--- config.mk ---
export PLATFORM = sky130hd
export DESIGN_NAME = ransac_plane_inlier_scorer_flat
export DESIGN_NICKNAME = d
export VERILOG_FILES = /design/src/rtl/rpis_pkg.sv /design/src/rtl/rpis_in_if.sv /design/src/rtl/rpis_out_if.sv /design/src/rtl/rpis_front.sv /design/src/rtl/rpis_queue.sv /design/src/rtl/rpis_back.sv /design/src/rtl/ransac_plane_inlier_scorer.sv /design/src/flat_wrapper.sv
export SDC_FILE = /design/constraint.sdc
export NUM_CORES = 2
export LEC_CHECK = 0
export BUFFER_PORTS_ARGS = -buffer_cell sky130_fd_sc_hd__buf_4
export CORE_MARGIN = 2
export CORE_UTILIZATION = 55
export DETAILED_ROUTE_END_ITERATION = 7
export PLACE_DENSITY = 0.83
export SYNTH_ARGS = -nofsm -noshare
export SYNTH_HDL_FRONTEND = slang
export SYNTH_SLANG_ARGS = --single-unit
--- constraint.sdc ---
create_clock -name clk_i -period 37.4 [get_ports clk_i]
set_clock_uncertainty 0.2 [all_clocks]
set_input_delay 7.48 -clock clk_i [delete_from_list [all_inputs] [get_ports clk_i]]
set_output_delay 7.48 -clock clk_i [all_outputs]
set_load 0.02 [all_outputs]
--- src/rtl/rpis_pkg.sv ---
// ----------------------------------------------------------------------------
// rpis_pkg
// Shared widths, codes and the queue word type of the plane inlier scorer.
// ----------------------------------------------------------------------------
package rpis_pkg;

  // Field widths
  localparam int unsigned ActW      = 2;
  localparam int unsigned CoordW    = 16;
  localparam int unsigned ThrW      = 16;
  localparam int unsigned NormW     = 35;
  localparam int unsigned OffW      = 52;
  localparam int unsigned OutOffW   = 51;
  localparam int unsigned CountW    = 20;
  localparam int unsigned OutCountW = 20;
  localparam int unsigned SlotW     = 2;

  // Configuration port
  localparam int unsigned PaddrW = 3;
  localparam int unsigned PdataW = 32;
  localparam int unsigned RegIdxW = PaddrW - 2;
  localparam logic [RegIdxW-1:0] RegThr = 1'b0;
  localparam logic [ThrW-1:0] ThrReset = 16'd77;

  // Sample slots: the last one completes a hypothesis
  localparam logic [SlotW-1:0] LastSlot = 2'd2;

  // Queue between front and back
  localparam int unsigned QueueDepth = 2;
  localparam int unsigned QPtrW      = $clog2(QueueDepth);

  // Action codes on the input channel
  typedef enum logic [ActW-1:0] {
    ActSample = 2'd0,
    ActTest   = 2'd1,
    ActClose  = 2'd2,
    ActClear  = 2'd3
  } action_e;

  // Classified operations for the back end
  typedef enum logic [2:0] {
    OpStore,
    OpBuild,
    OpTest,
    OpClose,
    OpClear
  } op_e;

  typedef struct packed {
    op_e                      op;
    logic [SlotW-1:0]         slot;
    logic signed [CoordW-1:0] x;
    logic signed [CoordW-1:0] y;
    logic signed [CoordW-1:0] z;
  } entry_t;

  // Back-end status seen by the top level
  typedef struct packed {
    logic busy;
    logic build_done;
    logic test_done;
    logic close_fire;
  } back_sts_t;

endpackage

--- src/rtl/rpis_in_if.sv ---
// ----------------------------------------------------------------------------
// rpis_in_if
// Input channel: action code and one signed point per word.
// ----------------------------------------------------------------------------
interface rpis_in_if;
  import rpis_pkg::*;

  logic                     valid;
  logic                     ready;
  logic [ActW-1:0]          action;
  logic signed [CoordW-1:0] point_x;
  logic signed [CoordW-1:0] point_y;
  logic signed [CoordW-1:0] point_z;

  modport source (output valid, action, point_x, point_y, point_z, input ready);
  modport sink   (input valid, action, point_x, point_y, point_z, output ready);
endinterface

--- src/rtl/rpis_out_if.sv ---
// ----------------------------------------------------------------------------
// rpis_out_if
// Result channel: score of a closed hypothesis and the best plane so far.
// ----------------------------------------------------------------------------
interface rpis_out_if;
  import rpis_pkg::*;

  logic                      valid;
  logic                      ready;
  logic [OutCountW-1:0]      inlier_count;
  logic                      became_best;
  logic [OutCountW-1:0]      best_count;
  logic                      best_found;
  logic signed [NormW-1:0]   best_normal_a;
  logic signed [NormW-1:0]   best_normal_b;
  logic signed [NormW-1:0]   best_normal_c;
  logic signed [OutOffW-1:0] best_offset;

  modport source (output valid, inlier_count, became_best, best_count, best_found,
                  best_normal_a, best_normal_b, best_normal_c, best_offset,
                  input ready);
  modport sink   (input valid, inlier_count, became_best, best_count, best_found,
                  best_normal_a, best_normal_b, best_normal_c, best_offset,
                  output ready);
endinterface

--- src/rtl/rpis_front.sv ---
// ----------------------------------------------------------------------------
// rpis_front
// Accepts input words, tracks the sample slot and classifies each word.
// ----------------------------------------------------------------------------
module rpis_front (
  input  logic            clk_i,
  input  logic            rst_ni,
  rpis_in_if.sink         in_i,
  output logic            vld_o,
  output rpis_pkg::entry_t entry_o,
  input  logic            rdy_i
);
  import rpis_pkg::*;

  logic             vld_q, vld_d;
  entry_t           entry_q, entry_d;
  logic [SlotW-1:0] fill_q, fill_d;
  logic             accept;

  // Take a word whenever the stage is empty or draining
  assign in_i.ready = !vld_q || rdy_i;
  assign accept     = in_i.valid && in_i.ready;

  // Classify the incoming word
  always_comb begin
    entry_d      = entry_q;
    fill_d       = fill_q;
    vld_d        = rdy_i ? 1'b0 : vld_q;
    if (accept) begin
      vld_d        = 1'b1;
      entry_d.slot = fill_q;
      entry_d.x    = in_i.point_x;
      entry_d.y    = in_i.point_y;
      entry_d.z    = in_i.point_z;
      entry_d.op   = OpTest;
      unique case (action_e'(in_i.action))
        ActSample: begin
          if (fill_q == LastSlot) begin
            entry_d.op = OpBuild;
            fill_d     = '0;
          end else begin
            entry_d.op = OpStore;
            fill_d     = fill_q + 1'b1;
          end
        end
        ActTest:  entry_d.op = OpTest;
        ActClose: entry_d.op = OpClose;
        ActClear: entry_d.op = OpClear;
        default:  entry_d.op = OpTest;
      endcase
    end
  end

  always_ff @(posedge clk_i or negedge rst_ni) begin
    if (!rst_ni) begin
      vld_q <= 1'b0;
      fill_q <= '0;
    end else begin
      vld_q <= vld_d;
      fill_q <= fill_d;
    end
  end

  // Hold the classified word
  always_ff @(posedge clk_i) begin
    entry_q <= entry_d;
  end

  assign vld_o   = vld_q;
  assign entry_o = entry_q;
endmodule

--- src/rtl/rpis_queue.sv ---
// ----------------------------------------------------------------------------
// rpis_queue
// Short FIFO between the classifier and the arithmetic back end.
// ----------------------------------------------------------------------------
module rpis_queue (
  input  logic             clk_i,
  input  logic             rst_ni,
  input  logic             push_vld_i,
  input  rpis_pkg::entry_t push_entry_i,
  output logic             push_rdy_o,
  output logic             pop_vld_o,
  output rpis_pkg::entry_t pop_entry_o,
  input  logic             pop_i
);
  import rpis_pkg::*;

  entry_t           mem_q [QueueDepth];
  logic [QPtrW-1:0] wr_ptr_q, rd_ptr_q;
  logic [QPtrW:0]   cnt_q;
  logic             push, pop;

  assign push_rdy_o  = cnt_q != (QPtrW+1)'(QueueDepth);
  assign pop_vld_o   = cnt_q != '0;
  assign pop_entry_o = mem_q[rd_ptr_q];
  assign push        = push_vld_i && push_rdy_o;
  assign pop         = pop_i && pop_vld_o;

  // Advance pointers and the fill level
  always_ff @(posedge clk_i or negedge rst_ni) begin
    if (!rst_ni) begin
      wr_ptr_q <= '0;
      rd_ptr_q <= '0;
      cnt_q <= '0;
    end else begin
      if (push) begin
        wr_ptr_q <= (wr_ptr_q == QPtrW'(QueueDepth - 1)) ? '0 : wr_ptr_q + 1'b1;
      end
      if (pop) begin
        rd_ptr_q <= (rd_ptr_q == QPtrW'(QueueDepth - 1)) ? '0 : rd_ptr_q + 1'b1;
      end
      if (push && !pop) begin
        cnt_q <= cnt_q + 1'b1;
      end else if (pop && !push) begin
        cnt_q <= cnt_q - 1'b1;
      end
    end
  end

  // Store the pushed word
  always_ff @(posedge clk_i) begin
    if (push) begin
      mem_q[wr_ptr_q] <= push_entry_i;
    end
  end
endmodule

--- src/rtl/rpis_back.sv ---
// ----------------------------------------------------------------------------
// rpis_back
// Sequenced multiply-accumulate: builds planes, tests points, scores
// hypotheses and holds the result word.
// ----------------------------------------------------------------------------
module rpis_back (
  input  logic                      clk_i,
  input  logic                      rst_ni,
  input  logic                      q_vld_i,
  input  rpis_pkg::entry_t          q_entry_i,
  output logic                      q_pop_o,
  input  logic [rpis_pkg::ThrW-1:0] thr_i,
  rpis_out_if.source                out_o,
  output rpis_pkg::back_sts_t       sts_o
);
  import rpis_pkg::*;

  // Datapath widths
  localparam int unsigned DiffW  = CoordW + 1;
  localparam int unsigned MulAW  = 35;
  localparam int unsigned MulBW  = 17;
  localparam int unsigned ProdW  = MulAW + MulBW;
  localparam int unsigned AccW   = 105;
  localparam int unsigned ShW    = 3;
  localparam int unsigned T2W    = 2 * ThrW;
  localparam int unsigned N2W    = 68;
  localparam int unsigned MagW   = 51;
  localparam int unsigned StepW  = 4;
  localparam int unsigned NumSmp = 3;
  localparam logic [StepW-1:0] LastStep = StepW'(14);
  localparam logic [CountW-1:0] CountMax = '1;

  typedef enum logic [1:0] {
    StIdle,
    StBuild,
    StTest
  } state_e;

  typedef struct packed {
    logic             clr;
    logic             ldd;
    logic             neg;
    logic [ShW-1:0]   sh;
    logic [MulAW-1:0] a;
    logic [MulBW-1:0] b;
  } mac_t;

  function automatic logic [DiffW-1:0] mag_diff(logic signed [DiffW-1:0] v);
    return v[DiffW-1] ? -v : v;
  endfunction

  function automatic logic [CoordW-1:0] mag_coord(logic signed [CoordW-1:0] v);
    return v[CoordW-1] ? -v : v;
  endfunction

  function automatic logic [NormW-1:0] mag_norm(logic signed [NormW-1:0] v);
    return v[NormW-1] ? -v : v;
  endfunction

  state_e           state_q, state_d;
  logic [StepW-1:0] step_q, step_d;

  // Plane and score state
  logic signed [CoordW-1:0] smp_x_q [NumSmp];
  logic signed [CoordW-1:0] smp_y_q [NumSmp];
  logic signed [CoordW-1:0] smp_z_q [NumSmp];
  logic signed [CoordW-1:0] pt_x_q, pt_y_q, pt_z_q;
  logic signed [NormW-1:0]  nrm_q [3];
  logic signed [OffW-1:0]   off_q;
  logic [N2W-1:0]           n2_q;
  logic [CountW-1:0]        cnt_q;
  logic [CountW-1:0]        best_cnt_q;
  logic signed [NormW-1:0]  best_nrm_q [3];
  logic signed [OffW-1:0]   best_off_q;
  logic                     best_vld_q;

  // Arithmetic scratch
  logic [T2W-1:0]  t2_q;
  logic [MagW-1:0] m_q;
  logic [AccW-1:0] acc_q, acc_d, acc_neg, base, term;
  logic [ProdW-1:0] prod;
  mac_t            mac;

  // Result word
  logic                      out_vld_q;
  logic [OutCountW-1:0]      res_cnt_q, res_best_cnt_q;
  logic                      res_beat_q, res_found_q;
  logic signed [NormW-1:0]   res_na_q, res_nb_q, res_nc_q;
  logic signed [OutOffW-1:0] res_off_q;

  // Control
  logic start, out_free, close_fire, clear_fire, store_fire, test_start, build_start;
  logic last, build_done, test_done, inlier, beat;

  // Operand magnitudes and signs
  logic signed [DiffW-1:0] ux, uy, uz, vx, vy, vz;
  logic [DiffW-1:0]        aux, auy, auz, avx, avy, avz;
  logic [NormW-1:0]        anx, any, anz;
  logic [CoordW-1:0]       apx, apy, apz, atx, aty, atz;

  assign ux = DiffW'(smp_x_q[1]) - DiffW'(smp_x_q[0]);
  assign uy = DiffW'(smp_y_q[1]) - DiffW'(smp_y_q[0]);
  assign uz = DiffW'(smp_z_q[1]) - DiffW'(smp_z_q[0]);
  assign vx = DiffW'(smp_x_q[2]) - DiffW'(smp_x_q[0]);
  assign vy = DiffW'(smp_y_q[2]) - DiffW'(smp_y_q[0]);
  assign vz = DiffW'(smp_z_q[2]) - DiffW'(smp_z_q[0]);

  assign aux = mag_diff(ux);
  assign auy = mag_diff(uy);
  assign auz = mag_diff(uz);
  assign avx = mag_diff(vx);
  assign avy = mag_diff(vy);
  assign avz = mag_diff(vz);
  assign anx = mag_norm(nrm_q[0]);
  assign any = mag_norm(nrm_q[1]);
  assign anz = mag_norm(nrm_q[2]);
  assign apx = mag_coord(smp_x_q[0]);
  assign apy = mag_coord(smp_y_q[0]);
  assign apz = mag_coord(smp_z_q[0]);
  assign atx = mag_coord(pt_x_q);
  assign aty = mag_coord(pt_y_q);
  assign atz = mag_coord(pt_z_q);

  // Dispatch from the queue head
  assign start       = (state_q == StIdle) && q_vld_i;
  assign out_free    = !out_vld_q || out_o.ready;
  assign close_fire  = start && (q_entry_i.op == OpClose) && out_free;
  assign clear_fire  = start && (q_entry_i.op == OpClear);
  assign store_fire  = start && ((q_entry_i.op == OpStore) || (q_entry_i.op == OpBuild));
  assign build_start = start && (q_entry_i.op == OpBuild);
  assign test_start  = start && (q_entry_i.op == OpTest);
  assign q_pop_o     = start && ((q_entry_i.op != OpClose) || out_free);

  assign last       = step_q == LastStep;
  assign build_done = (state_q == StBuild) && last;
  assign test_done  = (state_q == StTest) && last;
  assign inlier     = !acc_q[AccW-1] && (acc_q != '0);
  assign beat       = cnt_q > best_cnt_q;

  // Step table of the shared multiply-accumulate
  always_comb begin
    mac = '0;
    unique case (state_q)
      StBuild: begin
        unique case (step_q)
          // normal = (q - p) x (r - p)
          4'd0:  mac = '{clr: 1'b1, ldd: 1'b0, neg: uy[DiffW-1] ^ vz[DiffW-1], sh: '0,
                        a: MulAW'(auy), b: MulBW'(avz)};
          4'd1:  mac = '{clr: 1'b0, ldd: 1'b0, neg: !(uz[DiffW-1] ^ vy[DiffW-1]), sh: '0,
                        a: MulAW'(auz), b: MulBW'(avy)};
          4'd2:  mac = '{clr: 1'b1, ldd: 1'b0, neg: uz[DiffW-1] ^ vx[DiffW-1], sh: '0,
                        a: MulAW'(auz), b: MulBW'(avx)};
          4'd3:  mac = '{clr: 1'b0, ldd: 1'b0, neg: !(ux[DiffW-1] ^ vz[DiffW-1]), sh: '0,
                        a: MulAW'(aux), b: MulBW'(avz)};
          4'd4:  mac = '{clr: 1'b1, ldd: 1'b0, neg: ux[DiffW-1] ^ vy[DiffW-1], sh: '0,
                        a: MulAW'(aux), b: MulBW'(avy)};
          4'd5:  mac = '{clr: 1'b0, ldd: 1'b0, neg: !(uy[DiffW-1] ^ vx[DiffW-1]), sh: '0,
                        a: MulAW'(auy), b: MulBW'(avx)};
          // offset = -(n . p)
          4'd6:  mac = '{clr: 1'b1, ldd: 1'b0, neg: !(nrm_q[0][NormW-1] ^ smp_x_q[0][CoordW-1]),
                        sh: '0, a: MulAW'(anx), b: MulBW'(apx)};
          4'd7:  mac = '{clr: 1'b0, ldd: 1'b0, neg: !(nrm_q[1][NormW-1] ^ smp_y_q[0][CoordW-1]),
                        sh: '0, a: MulAW'(any), b: MulBW'(apy)};
          4'd8:  mac = '{clr: 1'b0, ldd: 1'b0, neg: !(nrm_q[2][NormW-1] ^ smp_z_q[0][CoordW-1]),
                        sh: '0, a: MulAW'(anz), b: MulBW'(apz)};
          // |n|^2, two digits per component
          4'd9:  mac = '{clr: 1'b1, ldd: 1'b0, neg: 1'b0, sh: ShW'(0),
                        a: MulAW'(anx), b: anx[MulBW-1:0]};
          4'd10: mac = '{clr: 1'b0, ldd: 1'b0, neg: 1'b0, sh: ShW'(1),
                        a: MulAW'(anx), b: anx[2*MulBW-1:MulBW]};
          4'd11: mac = '{clr: 1'b0, ldd: 1'b0, neg: 1'b0, sh: ShW'(0),
                        a: MulAW'(any), b: any[MulBW-1:0]};
          4'd12: mac = '{clr: 1'b0, ldd: 1'b0, neg: 1'b0, sh: ShW'(1),
                        a: MulAW'(any), b: any[2*MulBW-1:MulBW]};
          4'd13: mac = '{clr: 1'b0, ldd: 1'b0, neg: 1'b0, sh: ShW'(0),
                        a: MulAW'(anz), b: anz[MulBW-1:0]};
          4'd14: mac = '{clr: 1'b0, ldd: 1'b0, neg: 1'b0, sh: ShW'(1),
                        a: MulAW'(anz), b: anz[2*MulBW-1:MulBW]};
          default: mac = '0;
        endcase
      end
      StTest: begin
        unique case (step_q)
          // threshold squared
          4'd0:  mac = '{clr: 1'b1, ldd: 1'b0, neg: 1'b0, sh: '0,
                        a: MulAW'(thr_i), b: MulBW'(thr_i)};
          // signed distance s = n . t + d
          4'd1:  mac = '{clr: 1'b0, ldd: 1'b1, neg: nrm_q[0][NormW-1] ^ pt_x_q[CoordW-1], sh: '0,
                        a: MulAW'(anx), b: MulBW'(atx)};
          4'd2:  mac = '{clr: 1'b0, ldd: 1'b0, neg: nrm_q[1][NormW-1] ^ pt_y_q[CoordW-1], sh: '0,
                        a: MulAW'(any), b: MulBW'(aty)};
          4'd3:  mac = '{clr: 1'b0, ldd: 1'b0, neg: nrm_q[2][NormW-1] ^ pt_z_q[CoordW-1], sh: '0,
                        a: MulAW'(anz), b: MulBW'(atz)};
          // |n|^2 * thr^2
          4'd4:  mac = '{clr: 1'b1, ldd: 1'b0, neg: 1'b0, sh: ShW'(0),
                        a: MulAW'(n2_q[2*MulBW-1:0]), b: t2_q[MulBW-1:0]};
          4'd5:  mac = '{clr: 1'b0, ldd: 1'b0, neg: 1'b0, sh: ShW'(1),
                        a: MulAW'(n2_q[2*MulBW-1:0]), b: MulBW'(t2_q[T2W-1:MulBW])};
          4'd6:  mac = '{clr: 1'b0, ldd: 1'b0, neg: 1'b0, sh: ShW'(2),
                        a: MulAW'(n2_q[N2W-1:2*MulBW]), b: t2_q[MulBW-1:0]};
          4'd7:  mac = '{clr: 1'b0, ldd: 1'b0, neg: 1'b0, sh: ShW'(3),
                        a: MulAW'(n2_q[N2W-1:2*MulBW]), b: MulBW'(t2_q[T2W-1:MulBW])};
          // minus s^2, low part of |s| against each digit
          4'd8:  mac = '{clr: 1'b0, ldd: 1'b0, neg: 1'b1, sh: ShW'(0),
                        a: MulAW'(m_q[2*MulBW-1:0]), b: m_q[MulBW-1:0]};
          4'd9:  mac = '{clr: 1'b0, ldd: 1'b0, neg: 1'b1, sh: ShW'(1),
                        a: MulAW'(m_q[2*MulBW-1:0]), b: m_q[2*MulBW-1:MulBW]};
          4'd10: mac = '{clr: 1'b0, ldd: 1'b0, neg: 1'b1, sh: ShW'(2),
                        a: MulAW'(m_q[2*MulBW-1:0]), b: m_q[MagW-1:2*MulBW]};
          // high part of |s| against each digit
          4'd11: mac = '{clr: 1'b0, ldd: 1'b0, neg: 1'b1, sh: ShW'(2),
                        a: MulAW'(m_q[MagW-1:2*MulBW]), b: m_q[MulBW-1:0]};
          4'd12: mac = '{clr: 1'b0, ldd: 1'b0, neg: 1'b1, sh: ShW'(3),
                        a: MulAW'(m_q[MagW-1:2*MulBW]), b: m_q[2*MulBW-1:MulBW]};
          4'd13: mac = '{clr: 1'b0, ldd: 1'b0, neg: 1'b1, sh: ShW'(4),
                        a: MulAW'(m_q[MagW-1:2*MulBW]), b: m_q[MagW-1:2*MulBW]};
          default: mac = '0;
        endcase
      end
      default: mac = '0;
    endcase
  end

  // Multiply, align and accumulate
  assign prod    = ProdW'(mac.a) * ProdW'(mac.b);
  assign term    = AccW'(prod) << (MulBW * int'(mac.sh));
  assign base    = mac.clr ? '0 :
                   mac.ldd ? {{(AccW - OffW){off_q[OffW-1]}}, off_q} : acc_q;
  assign acc_d   = mac.neg ? base - term : base + term;
  assign acc_neg = -acc_d;

  // Sequencer next state
  always_comb begin
    state_d = state_q;
    step_d  = step_q;
    unique case (state_q)
      StIdle: begin
        step_d = '0;
        if (build_start) begin
          state_d = StBuild;
        end else if (test_start) begin
          state_d = StTest;
        end
      end
      StBuild, StTest: begin
        if (last) begin
          state_d = StIdle;
          step_d  = '0;
        end else begin
          step_d = step_q + 1'b1;
        end
      end
      default: state_d = StIdle;
    endcase
  end

  // Sequencer and result word
  always_ff @(posedge clk_i or negedge rst_ni) begin
    if (!rst_ni) begin
      state_q <= StIdle;
      step_q <= '0;
      out_vld_q <= 1'b0;
      res_cnt_q <= '0;
      res_beat_q <= 1'b0;
      res_best_cnt_q <= '0;
      res_found_q <= 1'b0;
      res_na_q <= '0;
      res_nb_q <= '0;
      res_nc_q <= '0;
      res_off_q <= '0;
    end else begin
      state_q <= state_d;
      step_q <= step_d;
      if (close_fire) begin
        out_vld_q <= 1'b1;
        res_cnt_q <= OutCountW'(cnt_q);
        res_beat_q <= beat;
        res_best_cnt_q <= OutCountW'(beat ? cnt_q : best_cnt_q);
        res_found_q <= beat || best_vld_q;
        res_na_q <= beat ? nrm_q[0] : best_nrm_q[0];
        res_nb_q <= beat ? nrm_q[1] : best_nrm_q[1];
        res_nc_q <= beat ? nrm_q[2] : best_nrm_q[2];
        res_off_q <= OutOffW'(beat ? off_q : best_off_q);
      end else if (out_o.ready) begin
        out_vld_q <= 1'b0;
      end
    end
  end

  // Current plane and running count
  always_ff @(posedge clk_i or negedge rst_ni) begin
    if (!rst_ni) begin
      nrm_q[0] <= '0;
      nrm_q[1] <= '0;
      nrm_q[2] <= '0;
      off_q <= '0;
      n2_q <= '0;
      cnt_q <= '0;
    end else begin
      if (state_q == StBuild) begin
        if (step_q == 4'd1) nrm_q[0] <= acc_d[NormW-1:0];
        if (step_q == 4'd3) nrm_q[1] <= acc_d[NormW-1:0];
        if (step_q == 4'd5) nrm_q[2] <= acc_d[NormW-1:0];
        if (step_q == 4'd8) off_q <= acc_d[OffW-1:0];
      end
      if (build_done) begin
        n2_q <= acc_d[N2W-1:0];
        cnt_q <= '0;
      end else if (test_done && inlier && (cnt_q != CountMax)) begin
        cnt_q <= cnt_q + 1'b1;
      end
    end
  end

  // Best hypothesis so far
  always_ff @(posedge clk_i or negedge rst_ni) begin
    if (!rst_ni) begin
      best_cnt_q <= '0;
      best_nrm_q[0] <= '0;
      best_nrm_q[1] <= '0;
      best_nrm_q[2] <= '0;
      best_off_q <= '0;
      best_vld_q <= 1'b0;
    end else if (clear_fire) begin
      best_cnt_q <= '0;
      best_nrm_q[0] <= '0;
      best_nrm_q[1] <= '0;
      best_nrm_q[2] <= '0;
      best_off_q <= '0;
      best_vld_q <= 1'b0;
    end else if (close_fire && beat) begin
      best_cnt_q <= cnt_q;
      best_nrm_q[0] <= nrm_q[0];
      best_nrm_q[1] <= nrm_q[1];
      best_nrm_q[2] <= nrm_q[2];
      best_off_q <= off_q;
      best_vld_q <= 1'b1;
    end
  end

  // Sample slots, tested point and scratch registers
  always_ff @(posedge clk_i) begin
    for (int i = 0; i < NumSmp; i++) begin
      if (store_fire && (q_entry_i.slot == SlotW'(i))) begin
        smp_x_q[i] <= q_entry_i.x;
        smp_y_q[i] <= q_entry_i.y;
        smp_z_q[i] <= q_entry_i.z;
      end
    end
    if (test_start) begin
      pt_x_q <= q_entry_i.x;
      pt_y_q <= q_entry_i.y;
      pt_z_q <= q_entry_i.z;
    end
    if (state_q != StIdle) begin
      acc_q <= acc_d;
    end
    if ((state_q == StTest) && (step_q == 4'd0)) begin
      t2_q <= acc_d[T2W-1:0];
    end
    if ((state_q == StTest) && (step_q == 4'd3)) begin
      m_q <= acc_d[AccW-1] ? acc_neg[MagW-1:0] : acc_d[MagW-1:0];
    end
  end

  assign out_o.valid         = out_vld_q;
  assign out_o.inlier_count  = res_cnt_q;
  assign out_o.became_best   = res_beat_q;
  assign out_o.best_count    = res_best_cnt_q;
  assign out_o.best_found    = res_found_q;
  assign out_o.best_normal_a = res_na_q;
  assign out_o.best_normal_b = res_nb_q;
  assign out_o.best_normal_c = res_nc_q;
  assign out_o.best_offset   = res_off_q;

  assign sts_o = '{busy: state_q != StIdle, build_done: build_done,
                   test_done: test_done, close_fire: close_fire};
endmodule

--- src/rtl/ransac_plane_inlier_scorer.sv ---
// ----------------------------------------------------------------------------
// ransac_plane_inlier_scorer
// Scores plane hypotheses over fixed-point points and keeps the best plane.
//
//   channel  direction  handshake          word
//   in_i     in         valid/ready        action, point_x/y/z
//   out_o    out        valid/ready        score and best plane, on close
//   apb      in/out     psel/penable       inlier_threshold at 0x0
//
// A test point and the third sample point each hold the back end for a
// dispatch (a store for a sample) and then 15 steps of the single
// 35x17 multiply-accumulate unit that every step goes through. Other words
// need only the dispatch; a close also waits until the result register is free.
// A two-entry queue and the classifier stage let the feeder run ahead, and
// the back end keeps testing points while a result waits on the output.
// Reset clears the plane, the counts and the best plane at once.
// ----------------------------------------------------------------------------
module ransac_plane_inlier_scorer (
  input  logic                        clk_i,
  input  logic                        rst_ni,
  rpis_in_if.sink                     in_i,
  rpis_out_if.source                  out_o,
  input  logic                        psel,
  input  logic                        penable,
  input  logic                        pwrite,
  input  logic [rpis_pkg::PaddrW-1:0] paddr,
  input  logic [rpis_pkg::PdataW-1:0] pwdata,
  output logic [rpis_pkg::PdataW-1:0] prdata,
  output logic                        pready
);
  import rpis_pkg::*;

  logic [ThrW-1:0]    thr_q;
  logic [RegIdxW-1:0] reg_idx;
  logic               cfg_wr;
  logic               fr_vld, q_rdy, q_vld, q_pop;
  entry_t             fr_entry, q_entry;
  back_sts_t          sts;

  // Configuration register
  assign reg_idx = paddr[PaddrW-1:2];
  assign pready  = 1'b1;
  assign cfg_wr  = psel && penable && pwrite && pready;
  assign prdata  = (reg_idx == RegThr) ? PdataW'(thr_q) : '0;

  always_ff @(posedge clk_i or negedge rst_ni) begin
    if (!rst_ni) begin
      thr_q <= ThrReset;
    end else if (cfg_wr && (reg_idx == RegThr)) begin
      thr_q <= pwdata[ThrW-1:0];
    end
  end

  rpis_front u_front (
    .clk_i   (clk_i),
    .rst_ni  (rst_ni),
    .in_i    (in_i),
    .vld_o   (fr_vld),
    .entry_o (fr_entry),
    .rdy_i   (q_rdy)
  );

  rpis_queue u_queue (
    .clk_i        (clk_i),
    .rst_ni       (rst_ni),
    .push_vld_i   (fr_vld),
    .push_entry_i (fr_entry),
    .push_rdy_o   (q_rdy),
    .pop_vld_o    (q_vld),
    .pop_entry_o  (q_entry),
    .pop_i        (q_pop)
  );

  rpis_back u_back (
    .clk_i     (clk_i),
    .rst_ni    (rst_ni),
    .q_vld_i   (q_vld),
    .q_entry_i (q_entry),
    .q_pop_o   (q_pop),
    .thr_i     (thr_q),
    .out_o     (out_o),
    .sts_o     (sts)
  );

  // The back end only drains a non-empty queue
  a_pop_nonempty: assert property (@(posedge clk_i) disable iff (!rst_ni)
    q_pop |-> q_vld)
    else $error("queue popped while empty");

  // A scored close shows up on the result channel
  a_close_shows: assert property (@(posedge clk_i) disable iff (!rst_ni)
    sts.close_fire |=> out_o.valid)
    else $error("close did not raise a result word");

  // No result word appears without a close
  a_no_spurious: assert property (@(posedge clk_i) disable iff (!rst_ni)
    (!out_o.valid && !sts.close_fire) |=> !out_o.valid)
    else $error("result word without a close");

  // A classified word is held while the queue is full
  a_front_holds: assert property (@(posedge clk_i) disable iff (!rst_ni)
    (fr_vld && !q_rdy) |=> fr_vld)
    else $error("classified word dropped");
endmodule

--- src/flat_wrapper.sv ---
// flat-port wrapper written by rule: the top's interface ports become plain ports
module ransac_plane_inlier_scorer_flat import rpis_pkg::*;
  (clk_i, rst_ni, psel, penable, pwrite, paddr, pwdata, prdata, pready, in_i_valid, in_i_action, in_i_point_x, in_i_point_y, in_i_point_z, in_i_ready, out_o_valid, out_o_inlier_count, out_o_became_best, out_o_best_count, out_o_best_found, out_o_best_normal_a, out_o_best_normal_b, out_o_best_normal_c, out_o_best_offset, out_o_ready);
  rpis_in_if in_i_i ();
  rpis_out_if out_o_i ();
  input  logic clk_i;
  input  logic rst_ni;
  input  logic psel;
  input  logic penable;
  input  logic pwrite;
  input  logic [rpis_pkg::PaddrW-1:0] paddr;
  input  logic [rpis_pkg::PdataW-1:0] pwdata;
  output logic [rpis_pkg::PdataW-1:0] prdata;
  output logic pready;
  input wire logic [$bits(in_i_i.valid)-1:0] in_i_valid;
  input wire logic [$bits(in_i_i.action)-1:0] in_i_action;
  input wire logic [$bits(in_i_i.point_x)-1:0] in_i_point_x;
  input wire logic [$bits(in_i_i.point_y)-1:0] in_i_point_y;
  input wire logic [$bits(in_i_i.point_z)-1:0] in_i_point_z;
  output wire logic [$bits(in_i_i.ready)-1:0] in_i_ready;
  output wire logic [$bits(out_o_i.valid)-1:0] out_o_valid;
  output wire logic [$bits(out_o_i.inlier_count)-1:0] out_o_inlier_count;
  output wire logic [$bits(out_o_i.became_best)-1:0] out_o_became_best;
  output wire logic [$bits(out_o_i.best_count)-1:0] out_o_best_count;
  output wire logic [$bits(out_o_i.best_found)-1:0] out_o_best_found;
  output wire logic [$bits(out_o_i.best_normal_a)-1:0] out_o_best_normal_a;
  output wire logic [$bits(out_o_i.best_normal_b)-1:0] out_o_best_normal_b;
  output wire logic [$bits(out_o_i.best_normal_c)-1:0] out_o_best_normal_c;
  output wire logic [$bits(out_o_i.best_offset)-1:0] out_o_best_offset;
  input wire logic [$bits(out_o_i.ready)-1:0] out_o_ready;
  assign in_i_i.valid = in_i_valid;
  assign in_i_i.action = in_i_action;
  assign in_i_i.point_x = in_i_point_x;
  assign in_i_i.point_y = in_i_point_y;
  assign in_i_i.point_z = in_i_point_z;
  assign in_i_ready = in_i_i.ready;
  assign out_o_valid = out_o_i.valid;
  assign out_o_inlier_count = out_o_i.inlier_count;
  assign out_o_became_best = out_o_i.became_best;
  assign out_o_best_count = out_o_i.best_count;
  assign out_o_best_found = out_o_i.best_found;
  assign out_o_best_normal_a = out_o_i.best_normal_a;
  assign out_o_best_normal_b = out_o_i.best_normal_b;
  assign out_o_best_normal_c = out_o_i.best_normal_c;
  assign out_o_best_offset = out_o_i.best_offset;
  assign out_o_i.ready = out_o_ready;
  ransac_plane_inlier_scorer u_core (.clk_i(clk_i), .rst_ni(rst_ni), .in_i(in_i_i), .out_o(out_o_i), .psel(psel), .penable(penable), .pwrite(pwrite), .paddr(paddr), .pwdata(pwdata), .prdata(prdata), .pready(pready));
endmodule
==> flow_metrics.tcl <==
set metrics [dict create \
    slew_viol_final 0 \
    tightestPinTransition_ns 1.460 \
    hpwl_mm 285.6 \
    synth_ff_type "dfrtp_1" \
    ys_seq_area_share_pct 34.36 \
    rsz0062_at_grt "false" \
    track_usage_pct 42.00 \
    crit_path_max_fanout 48 \
    overflow 0 \
    first_iter_violations 12520 \
    die_x_um 418.4 \
    period_minus_slack_ns 20.83 \
    crit_path_end_kind "flip-flop" \
    rows 152 \
    portBuffers 289 \
    synth_cells 10640 \
    max_cap_violations 0 \
    die-height_um 418.4 \
    cts_root_buf "clkbuf_16" \
    gp_congestion 1.049 \
    synth_top_cell_area_share_pct 17.13 \
    worstPathRequired_ns 37.81 \
    yosys-top-cells-count "1855 x nand2_1, 930 x o21ai_0, 866 x inv_1" \
    start_kind "flip-flop" \
    antenna_found_initial 21 \
    max_freq_mhz 48.00 \
    critical_path.max_stage_delay_ns 1.00 \
    coreArea_sq_um 171200 \
    holdBufCountCts 0 \
    hold_violations 0 \
    relSlewSlack_pct 1.616 \
    critPathMostFrequentCell "nor2_1" \
    syn_area_per_cell_sq_um 8.876 \
    cts_resized 0 \
    initial_utilization_pct 55.19 \
    status "finished, violations left" \
    drt_wl_total_mm 373.4 \
    cts_htree_levels 4 \
    firstDrtPassIters 8 \
    via_count 85210 \
    hp-class "reg -> reg" \
    drive_above_1_share_pct 9.486 \
    die_area_sq_um 175100 \
    grt_pass1_vias 80340 \
    crit_family "compound AO/OA/AOI/OAI gates" \
    synth-seq-cells 1189 \
    routedWlPerCell_um 28.73 \
    yosysWarnings 0 \
    path_buf_inv 6 \
    synth-edff-count 539 \
    ant_nets 0 \
    hold-worst-slack_ns 0.2401 \
    numCtsBuffers 132 \
    yosysTopAreaCell "edfxtp_1" \
    fin_nets 11610 \
    post-route-period-util_pct 55.70 \
    violations "DRC" \
    clkTransAtPathRegs_ns 0.07 \
    grt_max_degree 178 \
    tritoncts "yes" \
    crit_type "reg -> reg" \
    viasPerCell 6.556 \
    async_flop_share_pct 54.67 \
    ys_types 114 \
    slowest_stage "o41ai_2" \
    cts_setup_buffers 0 \
    tns_ns 0 \
    syn2layout_area_growth_pct 9.561 \
    drc 2 \
    clk_latency_ns 0.87 \
    syn_area_sq_um 94470 \
    final_core_utilization_pct 60.47 \
    synth_most_common_cell "nand2_1" \
    arrival_ns 21.24 \
    cts_num_sinks 1189 \
    ios 325 \
    synth.area.top_cells "edfxtp_1 17%, dfrtp_1 17%, fa_1 11%, nand2_1 7.4%, ha_1 4.9%" \
    clock_path_buffers 3 \
    setup_viol_count_final 0 \
    grt_first_pass_wirelength_mm 540.2 \
]
[kinds of logic (layout without fill, tap and decap cells)]
logic type	after synthesis	after routing	share of synthesized area [%]
mux	347	347	3.836
xor+xnor	608	608	5.637
flops	1189	1189	34.36
other cells	2	28	0.007950
simple gates	3625	3625	17.74
buf+inv	1506	1601	6.287
fa+ha+maj	873	873	15.54
compound gates	2493	2493	16.59
[metal layers]
metal	wire length (um)	part of all wire, %	track usage [%]
met1	148000	40	57.95
met2	154500	41	59.80
met3	48070	13	12.14
met4	22820	6.1	21.94
met5	52	0.014	0
[path summary, 6_finish.rpt]
check,cells past startpoint,startpoint,endpoint,slack (ns)
max reg2reg,56,u_core.u_back.step_q[1]$_DFFE_PN0P_,u_core.u_back.m_q[1]$_DFFE_PP_,16.57
min reg2reg,0,u_core.u_front.entry_o[23]$_DFFE_PP_,u_core.u_queue.mem_q[1][23]$_DFFE_PP_,0.24
max in group asynchronous,4,rst_ni,u_core.u_back.best_off_q[18]$_DFFE_PN0P_,27.17
max,56,u_core.u_back.step_q[1]$_DFFE_PN0P_,u_core.u_back.m_q[1]$_DFFE_PP_,16.57
min in group asynchronous,1,rst_ni,u_core.u_back.out_o.best_normal_a[4]$_DFFE_PN0P_,6.46
min,0,u_core.u_front.entry_o[23]$_DFFE_PP_,u_core.u_queue.mem_q[1][23]$_DFFE_PP_,0.24
[flip-flops by register name, summed over array words and instances, names as in the netlist, 48 cells and up]
signal and cells:
u_core.u_back.m_q 51, u_core.u_back.out_o.best_offset 51, u_core.u_back.best_nrm_q 105, u_core.u_queue.mem_q 106, u_core.u_back.smp_x_q 48, u_core.u_back.off_q 52, u_core.u_back.smp_y_q 48, u_core.u_back.n2_q 68
u_core.u_back.nrm_q 105, u_core.u_back.best_off_q 51, u_core.u_front.entry_o 53, u_core.u_back.acc_q 105, u_core.u_back.smp_z_q 48
[cell usage in the layout, fill, tap and decap left out, drive strengths merged, types with 100 or more instances in the layout]
master,n
mux2,107
nand3,188
nor3,163
a21oi,480
nor2b,153
mux2i,239
and3,106
nand2,1856
nand4,100
o22ai,127
o21ai,974
xnor2,328
fa,501
inv,877
nor2,546
xor2,280
buf,490
dfrtp,646
edfxtp,539
ha,372
clkbuf,171
[worst reg2reg max path: cells and delay by family, from the launching register on]
family	cells	cell delay (ns)
buffers and inverters	6	1.97
and+or+nand+nor	12	2.92
muxes	1	0.37
DFF	1	0.81
AOI/OAI and AO/OA	25	8.49
adders and majority gates	8	4.04
xor gates and xnor gates	4	1.81
[stage by stage]
step / setup slack (ns) / cells / instance area [sq um]
2_1_floorplan: 21.73 / 10660 / 94520
3_3_place_gp: 17.49 / 12740 / 98850
3_5_place_dp: 17.47 / 12740 / 98850
4_1_cts: 17.40 / 12990 / 103500
5_1_grt: 16.27 / 12990 / 103500
6_report: 16.57 / 13000 / 103500
[layout make-up]
cell class,instances,area (sq um)
fillers,14400,67670
well taps,2233,2794
diodes,11,27.53
clock buffers,171,3620
clock inverters,74,998.5
multi-input cells,7963,56640
inverters,866,3253
flip-flops and latches,1189,32460
repair buffers,490,3699
Power is left out: the tool's default activity adds up to more than one toggle a clock period on the data nets, which glitch-free logic cannot reach.
